**src/rtl/core/ackrt_pkg.sv**
```systemverilog
// ----------------------------------------------------------------------------
// ackrt_pkg: shared types and constants of the acknowledgement retry table
// Result kinds, register indexes, reset values and stream widths.
// ----------------------------------------------------------------------------
`default_nettype none

package ackrt_pkg;

  localparam int unsigned DefaultSlots = 8;
  localparam int unsigned MaxReported  = 8;

  localparam logic [3:0]  NormalLimitRst    = 4'd3;
  localparam logic [3:0]  CriticalLimitRst  = 4'd8;
  localparam logic [15:0] NormalBaseRst     = 16'd2000;
  localparam logic [15:0] CriticalBaseRst   = 16'd3000;

  localparam int unsigned InDataW  = 136;
  localparam int unsigned OutDataW = 72;

  typedef enum logic [1:0] {
    MODE_ADD    = 2'd0,
    MODE_REMOVE = 2'd1,
    MODE_TICK   = 2'd2,
    MODE_NONE   = 2'd3
  } mode_e;

  typedef enum logic [2:0] {
    KIND_ADDED     = 3'd0,
    KIND_FULL      = 3'd1,
    KIND_REMOVED   = 3'd2,
    KIND_NOT_FOUND = 3'd3,
    KIND_RETRY     = 3'd4,
    KIND_EXPIRED   = 3'd5,
    KIND_TICK_DONE = 3'd6
  } kind_e;

  typedef enum logic [1:0] {
    REG_NORMAL_LIMIT   = 2'd0,
    REG_CRITICAL_LIMIT = 2'd1,
    REG_NORMAL_BASE    = 2'd2,
    REG_CRITICAL_BASE  = 2'd3
  } reg_e;

  localparam logic [1:0] TierNormal   = 2'd1;
  localparam logic [1:0] TierCritical = 2'd2;

endpackage

`default_nettype wire

```
**src/rtl/core/ack_retry_table_backoff_top.sv**
```systemverilog
// An add or a remove scans the slots in order, one slot per cycle while the output register is free.
// A tick walks every slot in order; each due slot either expires or gets a new deadline,
// and the jitter modulo runs on one shared restoring divider, one bit per cycle, 32 bits.
// One item is in work at a time, and a word stalled at the output holds
// the sequencer until it is taken. Reset (rst_ni low, asynchronous) clears the slot valid
// bits, the sequencer and the output valid bit, and loads the configuration defaults.
// ----------------------------------------------------------------------------
// ack_retry_table_backoff_top: retransmission table with exponential backoff
// A slot table walked by a small sequencer, with one shared serial remainder unit.
// ----------------------------------------------------------------------------
`default_nettype none

module ack_retry_table_backoff_top
  import ackrt_pkg::*;
#(
  parameter int unsigned TABLE_SLOTS = DefaultSlots
) (
  input  wire logic                 clk_i,
  input  wire logic                 rst_ni,
  // Configuration write channel.
  input  wire logic                 cfg_valid_i,
  output logic                      cfg_ready_o,
  input  wire logic [1:0]           cfg_index_i,
  input  wire logic [15:0]          cfg_data_i,
  // Input stream. tuser holds the mode. tdata from bit 0: id(32), dest(32),
  // tier(2), now_ms(32), random_word(32), six zero pad bits.
  input  wire logic                 s_axis_tvalid,
  output logic                      s_axis_tready,
  input  wire logic [InDataW-1:0]   s_axis_tdata,
  input  wire logic [1:0]           s_axis_tuser,
  // Output stream. tuser holds the result kind. tdata from bit 0: slot(3), id(32),
  // dest(32), attempt_count(4), one zero pad bit. tlast is last.
  output logic                      m_axis_tvalid,
  input  wire logic                 m_axis_tready,
  output logic [OutDataW-1:0]       m_axis_tdata,
  output logic [2:0]                m_axis_tuser,
  output logic                      m_axis_tlast
);

  localparam int unsigned SlotW = (TABLE_SLOTS > 1) ? $clog2(TABLE_SLOTS) : 1;
  localparam int unsigned CntW  = $clog2(TABLE_SLOTS + 1);
  localparam int unsigned EvW   = $clog2(MaxReported + 1);

  typedef enum logic [3:0] {
    ST_IDLE, ST_SCAN, ST_TICK_RD, ST_TICK_CALC, ST_DIV, ST_TICK_WR,
    ST_EMIT, ST_DONE
  } state_e;

  // Configuration is taken whenever offered.
  logic [3:0]  norm_lim_q, crit_lim_q;
  logic [15:0] norm_base_q, crit_base_q;
  assign cfg_ready_o = 1'b1;

  always_ff @(posedge clk_i or negedge rst_ni) begin
    if (!rst_ni) begin
      norm_lim_q  <= NormalLimitRst;
      crit_lim_q  <= CriticalLimitRst;
      norm_base_q <= NormalBaseRst;
      crit_base_q <= CriticalBaseRst;
    end else if (cfg_valid_i) begin
      case (reg_e'(cfg_index_i))
        REG_NORMAL_LIMIT:   norm_lim_q  <= cfg_data_i[3:0];
        REG_CRITICAL_LIMIT: crit_lim_q  <= cfg_data_i[3:0];
        REG_NORMAL_BASE:    norm_base_q <= cfg_data_i;
        REG_CRITICAL_BASE:  crit_base_q <= cfg_data_i;
        default: ;
      endcase
    end
  end

  // Slot table. Only the valid bits are reset.
  logic [TABLE_SLOTS-1:0] act_q;
  logic [31:0] id_q   [TABLE_SLOTS];
  logic [31:0] dest_q [TABLE_SLOTS];
  logic [1:0]  tier_q [TABLE_SLOTS];
  logic [3:0]  att_q  [TABLE_SLOTS];
  logic [3:0]  lim_q  [TABLE_SLOTS];
  logic [31:0] dl_q   [TABLE_SLOTS];

  // Latched input word.
  mode_e       mode_q;
  logic [31:0] in_id_q, in_dest_q, now_q, rnd_q;
  logic [1:0]  in_tier_q;

  state_e          state_q;
  logic [CntW-1:0] idx_q;
  logic [EvW-1:0]  nev_q;

  // Working registers for the current tick slot.
  logic [3:0]  w_att_q;
  logic [31:0] delay_q, q_q;
  logic [32:0] mod_q;     // divisor 2q+1
  logic [32:0] rem_q;
  logic [31:0] dvd_q;
  logic [5:0]  bit_q;
  logic        expire_q;

  logic [OutDataW-1:0] o_data_q;
  kind_e               o_kind_q;
  logic                o_last_q, o_valid_q;

  assign s_axis_tready = (state_q == ST_IDLE);
  assign m_axis_tvalid = o_valid_q;
  assign m_axis_tdata  = o_data_q;
  assign m_axis_tuser  = o_kind_q;
  assign m_axis_tlast  = o_last_q;

  logic [SlotW-1:0] idx;
  assign idx = idx_q[SlotW-1:0];

  function automatic logic [OutDataW-1:0] pack(logic [2:0] s, logic [31:0] i,
                                                 logic [31:0] d, logic [3:0] a);
    pack = {1'b0, a, d, i, s};
  endfunction

  logic [15:0] base_cur;
  always_comb begin
    case (tier_q[idx])
      TierNormal:   base_cur = norm_base_q;
      TierCritical: base_cur = crit_base_q;
      default:      base_cur = 16'd0;
    endcase
  end

  logic [32:0] rem_sh;
  assign rem_sh = {rem_q[31:0], dvd_q[31]};

  // The output register is free when empty or when its word leaves this cycle.
  // The sequencer loads a new word only then.
  logic out_free, out_load;
  assign out_free = !o_valid_q || m_axis_tready;

  always_comb begin
    case (state_q)
      ST_SCAN: out_load = out_free && ((idx_q == CntW'(TABLE_SLOTS)) ||
                          (mode_q == MODE_ADD && !act_q[idx]) ||
                          (mode_q == MODE_REMOVE && act_q[idx] && id_q[idx] == in_id_q));
      ST_EMIT, ST_DONE: out_load = out_free;
      default: out_load = 1'b0;
    endcase
  end

  always_ff @(posedge clk_i or negedge rst_ni) begin
    if (!rst_ni) begin
      o_valid_q <= 1'b0;
    end else if (out_load) begin
      o_valid_q <= 1'b1;
    end else if (m_axis_tready) begin
      o_valid_q <= 1'b0;
    end
  end

  always_ff @(posedge clk_i or negedge rst_ni) begin
    if (!rst_ni) begin
      state_q   <= ST_IDLE;
      act_q     <= '0;
      idx_q     <= '0;
      nev_q     <= '0;
    end else begin
      case (state_q)
        ST_IDLE: begin
          if (s_axis_tvalid) begin
            mode_q    <= mode_e'(s_axis_tuser);
            in_id_q   <= s_axis_tdata[31:0];
            in_dest_q <= s_axis_tdata[63:32];
            in_tier_q <= s_axis_tdata[65:64];
            now_q     <= s_axis_tdata[97:66];
            rnd_q     <= s_axis_tdata[129:98];
            idx_q     <= '0;
            nev_q     <= '0;
            state_q   <= (s_axis_tuser == MODE_NONE) ? ST_IDLE :
                         (s_axis_tuser == MODE_TICK) ? ST_TICK_RD : ST_SCAN;
          end
        end
        ST_SCAN: begin
          if (out_free) begin
            if (idx_q == CntW'(TABLE_SLOTS)) begin
              o_last_q  <= 1'b1;
              o_kind_q  <= (mode_q == MODE_ADD) ? KIND_FULL : KIND_NOT_FOUND;
              o_data_q  <= (mode_q == MODE_ADD) ?
                pack(3'd0, in_id_q, in_dest_q, 4'd0) :
                pack(3'd0, in_id_q, 32'd0, 4'd0);
              state_q   <= ST_IDLE;
            end else if (mode_q == MODE_ADD && !act_q[idx]) begin
              act_q[idx]  <= 1'b1;
              id_q[idx]   <= in_id_q;
              dest_q[idx] <= in_dest_q;
              tier_q[idx] <= in_tier_q;
              att_q[idx]  <= 4'd0;
              lim_q[idx]  <= (in_tier_q == TierNormal) ? norm_lim_q :
                             (in_tier_q == TierCritical) ? crit_lim_q : 4'd0;
              dl_q[idx]   <= now_q + ((in_tier_q == TierNormal) ? 32'(norm_base_q) :
                             (in_tier_q == TierCritical) ? 32'(crit_base_q) : 32'd0);
              o_last_q  <= 1'b1;
              o_kind_q  <= KIND_ADDED;
              o_data_q  <= pack(3'(idx_q), in_id_q, in_dest_q, 4'd0);
              state_q   <= ST_IDLE;
            end else if (mode_q == MODE_REMOVE && act_q[idx] && id_q[idx] == in_id_q) begin
              act_q[idx] <= 1'b0;
              o_last_q   <= 1'b1;
              o_kind_q   <= KIND_REMOVED;
              o_data_q   <= pack(3'(idx_q), id_q[idx], dest_q[idx], att_q[idx]);
              state_q    <= ST_IDLE;
            end else begin
              idx_q <= idx_q + 1'b1;
            end
          end
        end
        ST_TICK_RD: begin
          if (idx_q == CntW'(TABLE_SLOTS)) begin
            state_q <= ST_DONE;
          end else if (act_q[idx] && now_q >= dl_q[idx]) begin
            w_att_q  <= att_q[idx] + 4'd1;
            expire_q <= (att_q[idx] + 4'd1) >= lim_q[idx];
            delay_q  <= 32'(base_cur) << (att_q[idx] + 4'd1);
            state_q  <= ST_TICK_CALC;
          end else begin
            idx_q <= idx_q + 1'b1;
          end
        end
        ST_TICK_CALC: begin
          q_q   <= {2'b00, delay_q[31:2]};
          mod_q <= {2'b00, delay_q[31:2], 1'b1};
          rem_q <= '0;
          dvd_q <= rnd_q;
          bit_q <= 6'd32;
          state_q <= (expire_q || delay_q[31:2] == 30'd0) ? ST_TICK_WR : ST_DIV;
        end
        ST_DIV: begin
          rem_q <= (rem_sh >= mod_q) ? rem_sh - mod_q : rem_sh;
          dvd_q <= {dvd_q[30:0], 1'b0};
          bit_q <= bit_q - 6'd1;
          if (bit_q == 6'd1) state_q <= ST_TICK_WR;
        end
        ST_TICK_WR: begin
          att_q[idx] <= w_att_q;
          if (expire_q) act_q[idx] <= 1'b0;
          else if (q_q == 32'd0) dl_q[idx] <= now_q + delay_q;
          else dl_q[idx] <= now_q + delay_q - q_q + rem_q[31:0];
          state_q <= (nev_q < EvW'(MaxReported)) ? ST_EMIT : ST_TICK_RD;
          if (nev_q >= EvW'(MaxReported)) idx_q <= idx_q + 1'b1;
        end
        ST_EMIT: begin
          if (out_free) begin
            o_last_q  <= 1'b0;
            o_kind_q  <= expire_q ? KIND_EXPIRED : KIND_RETRY;
            o_data_q  <= pack(3'(idx_q), id_q[idx], dest_q[idx], w_att_q);
            nev_q     <= nev_q + 1'b1;
            idx_q     <= idx_q + 1'b1;
            state_q   <= ST_TICK_RD;
          end
        end
        ST_DONE: begin
          if (out_free) begin
            o_last_q  <= 1'b1;
            o_kind_q  <= KIND_TICK_DONE;
            o_data_q  <= pack(3'd0, 32'd0, 32'd0, 4'd0);
            state_q   <= ST_IDLE;
          end
        end
        default: state_q <= ST_IDLE;
      endcase
    end
  end

`ifndef NO_ASSERTIONS
  a_out_hold: assert property (@(posedge clk_i) disable iff (!rst_ni)
    m_axis_tvalid && !m_axis_tready |=> m_axis_tvalid && $stable(m_axis_tdata) &&
    $stable(m_axis_tuser) && $stable(m_axis_tlast))
    else $error("result changed while stalled");
  a_rem_range: assert property (@(posedge clk_i) disable iff (!rst_ni)
    state_q == ST_TICK_WR && !expire_q && q_q != 32'd0 |-> rem_q < mod_q)
    else $error("jitter remainder out of range");
  a_busy: assert property (@(posedge clk_i) disable iff (!rst_ni)
    state_q == ST_DIV |-> !s_axis_tready)
    else $error("ready while dividing");
`endif

endmodule

`default_nettype wire
```
**config.mk**
```make
export PLATFORM = sky130hd
export DESIGN_NAME = ack_retry_table_backoff_top
export DESIGN_NICKNAME = d
export VERILOG_FILES = /design/src/rtl/core/ackrt_pkg.sv /design/src/rtl/core/ack_retry_table_backoff_top.sv
export SDC_FILE = /design/constraint.sdc
export NUM_CORES = 2
export LEC_CHECK = 0
export BUFFER_PORTS_ARGS = -buffer_cell sky130_fd_sc_hd__buf_2
export CAP_MARGIN = 20
export CORE_MARGIN = 5
export CORE_UTILIZATION = 55
export DETAILED_ROUTE_END_ITERATION = 7
export HOLD_SLACK_MARGIN = 0.02
export PLACE_DENSITY = 0.72
export RECOVER_POWER = 50
export SYNTH_ARGS = -nofsm -noshare
export SYNTH_HDL_FRONTEND = slang
export SYNTH_SLANG_ARGS = --single-unit
```
**constraint.sdc**
```tcl
create_clock -name clk_i -period 15.4 [get_ports clk_i]
set_input_delay 0.77 -clock clk_i [delete_from_list [all_inputs] [get_ports clk_i]]
set_output_delay 0.77 -clock clk_i [all_outputs]
set_load 0.005 [all_outputs]
```
==> flow_summary_export.csv <==
group,metric,value,unit
global_route,grt_max_degree,71,
clock_network,htreeDepth,4,
layout,fin_nets,4423,
floorplanning,core,100000,µm²
clock_network,cts-root-buf,"clkbuf_16",
yosys,synth_seq_cells,1250,
clock_network,path_clk_slew,0.06,ns
timing,max_slew.worst_pin.slew,3.97,ns
yosys,yosysMostFrequentCell,"edfxtp_1",
flow_run,drv_cap,14,
timing,timing.clock.skew,0.0259,ns
yosys,async_reset_ff_frac,0.0480,
route,via_per_inst,6.31,
yosys,postSynthAreaPerCell,14.5,µm²
yosys,yosys_warnings,0,
yosys,seq_area_frac_synth,0.674,
yosys,synth_edf_count,1190,
power,p_per_area,188,nW/µm²
layout,seqCellArea,37300,µm²
worst_setup_path,cp.arrival,9.10,ns
route,drt-total-wl,141000,µm
timing,rsz0062_at_grt,"no",
timing,period_share,0.562,
timing,min_period,8.66,ns
route,drc,0,
yosys,ys.flop_type,"edfxtp_1",
route,routed-via-count,34600,
yosys,synth.net_count,4173,
yosys,synth_commonest_cells,"edfxtp_1, nand2_1, a22oi_1",
yosys,syn_area,55300,µm²
worst_setup_path,cp_max_fo,51,
floorplanning,die_area,107000,µm²
clock_network,cts_resized,0,
timing,finalSetupViolations,0,
timing,fmax,116,MHz
clock_network,cts_tree,"built",
floorplanning,die_w,327,µm
yosys,synth_area_leaders,"edfxtp_1, ha_1, a22oi_1, nand2_1, dfrtp_1",
route,detail-route-antenna-nets,0,
global_route,grt_pass1_vias,34200,
placement,port_buffers,231,
power,leakage,21.8,nW
global_route,antenna_found_initial,6,
global_route,overflow,0,
clock_network,clk_latency,0.72,ns
yosys,synthCells,3824,
status,violations,"max-capacitance violations, max-slew violations",
layout,multi_input_area,17100,µm²
worst_setup_path,cp-end-kind,"flop",
global_route,track_usage,0.260,
yosys,ys_types,88,
power,ir_drop,0.168,mV
clock_network,cts_sinks,1250,
worst_setup_path,cp_data_required_time,15.84,ns
route,drtIter0Drc,3403,
yosys,synth_top_area_frac,0.646,
worst_setup_path,crit_type,"flop to flop",
placement,placedCellCount,5233,
floorplanning,ios,240,
worst_setup_path,startpoint_type,"flop",
global_route,grt_pass1_wl,212000,µm
layout,area_growth,12.6,%
route,firstDrtPassIters,8,
clock_network,postCtsSetupBuffers,0,
placement,gp_congestion,0.940,
worst_hold_path,min_path_type,"input port to flop",
timing,slew_headroom,-1.65,
status,outcome,"complete, but fails checks",
placement,dp_hpwl,89500,µm
clock_network,clockBufferDepth,3,
clock_network,ctsHoldBuffers,0,
timing,hold_viol_final,0,
route,wl_per_cell,25.7,µm
floorplanning,die_h,327,µm
layout,stdcell_count,5475,
timing,fin_tns_setup,0,ns
clock_network,numCtsBuffers,131,
layout,layout-drive-gt1-share,0.142,
yosys,yosysTopAreaCell,"edfxtp_1",
floorplanning,num_rows,116,
floorplanning,start_util,0.553,
layout,fillers,7411,
timing,maxSlewViolCount,657,
-- routing by layer --
metal	share of wire	track usage	vias to the layer above	wire length, µm
met5	0.00012	0	-	17
met3	0.081	0.0395	299	11400
met2	0.48	0.432	1552	68200
met4	0.035	0.0894	2	4940
met1	0.40	0.356	17200	56100
li1	-	-	15500	-
-- report_power, final --
part	switching, mW	internal [mW]	leakage, nW
logic	2.61	1.53	8.21
clock network	1.30	1.87	2.14
registers	0.206	4.16	11.4
-- worst max-delay path: stages (launching register included) --
cell      delay, ns
dfrtp_1        1.22
clkbuf_1       1.76
inv_1          1.23
ha_1           0.53
and3_1         0.25
a21oi_4        0.13
clkbuf_1       1.72
nor4_2        -0.01
clkbuf_1       0.91
a22o_1         0.59
-- worst paths after layout --
kind	startpoint	endpoint	slack, ns	cells past startpoint
worst max-delay path	idx_q[1]	m_axis_tdata[41]	6.74	9
worst min-delay path	s_axis_tdata[21]	in_id_q[21]	0.22	1
worst max register to register	idx_q[1]	m_axis_tdata[41]	6.74	9
worst min register to register	delay_q[17]	mod_q[16]	0.50	0
max in group asynchronous	rst_ni	idx_q[0]	11.03	2
min in group asynchronous	rst_ni	asynchronous set/reset pin	1.65	2
-- state kept, by name, indices dropped and copies added, names as in the netlist, 6 cells and up, named ones only --
signal / cells
bit_q: 6
lim_q: 32
in_dest_q: 32
dvd_q: 32
now_q: 32
in_id_q: 32
att_q: 32
mod_q: 29
rnd_q: 32
id_q: 256
norm_base_q: 16
delay_q: 31
dest_q: 256
m_axis_tdata: 71
tier_q: 16
rem_q: 32
dl_q: 256
crit_base_q: 16
-- layout by cell type, fill, tap and decap left out, types with 16 or more instances in the layout --
cell	Yosys	routed
a21o_1	58	58
o22ai_1	40	40
xnor2_1	86	85
o21a_1	24	24
a221oi_1	84	84
nor2_1	184	165
a21oi_1	172	169
mux2i_1	100	100
buf_4	9	54
clkinv_1	3	22
o21ai_0	124	124
a211oi_1	30	30
nor2b_1	29	29
fa_1	32	32
a31oi_1	19	19
a22oi_1	191	191
nor4_1	20	19
dfstp_2	16	16
xor2_1	56	55
and3_1	53	52
ha_1	156	156
clkinv_2	0	24
inv_1	75	76
nor3_1	47	44
dfrtp_1	44	42
nor2_4	0	19
clkbuf_16	0	137
nand2_1	296	296
mux2_2	73	72
mux4_2	32	32
a22o_1	93	93
nand3_1	64	64
nand4_1	41	41
buf_2	12	163
nand2b_1	23	22
edfxtp_1	1190	1190
clkbuf_1	141	102
-- cell type report --
type,instances,area share
inverters,80,0.00482
repair buffers,306,0.0256
clock inverters,73,0.0120
multi-input cells,2305,0.275
flip-flops and latches,1250,0.598
clock buffers,162,0.0577
diodes,1,0.0000402
well taps,1298,0.0261
-- kinds of logic after synthesis --
kind of cell	Yosys count	share of synthesized area
flops	1250	0.674
fa+ha+maj	188	0.0469
buf+inv	269	0.0201
simple gates	820	0.0699
mux	206	0.0462
xor+xnor	142	0.0225
other cells	2	0.000136
compound gates	947	0.120
-- per-stage QoR --
| step | total power [mW] | utilization | hold slack (ns) | setup WS [ns] | instance area [µm²] |
|---|---|---|---|---|---|
| floorplan | 7.24 | - | 0.455 | 8.57 | 55300 |
| global placement | 8.44 | 0.580 | 0.479 | 8.66 | 58000 |
| detailed placement | 8.51 | 0.580 | 0.485 | 8.51 | 58000 |
| CTS | 11.7 | 0.624 | 0.173 | 8.49 | 62400 |
| global route | 12.3 | 0.623 | 0.185 | 6.24 | 62300 |
| finish | 11.7 | 0.623 | 0.224 | 6.74 | 62300 |
Note: power is estimated with default switching activity, not from simulation.
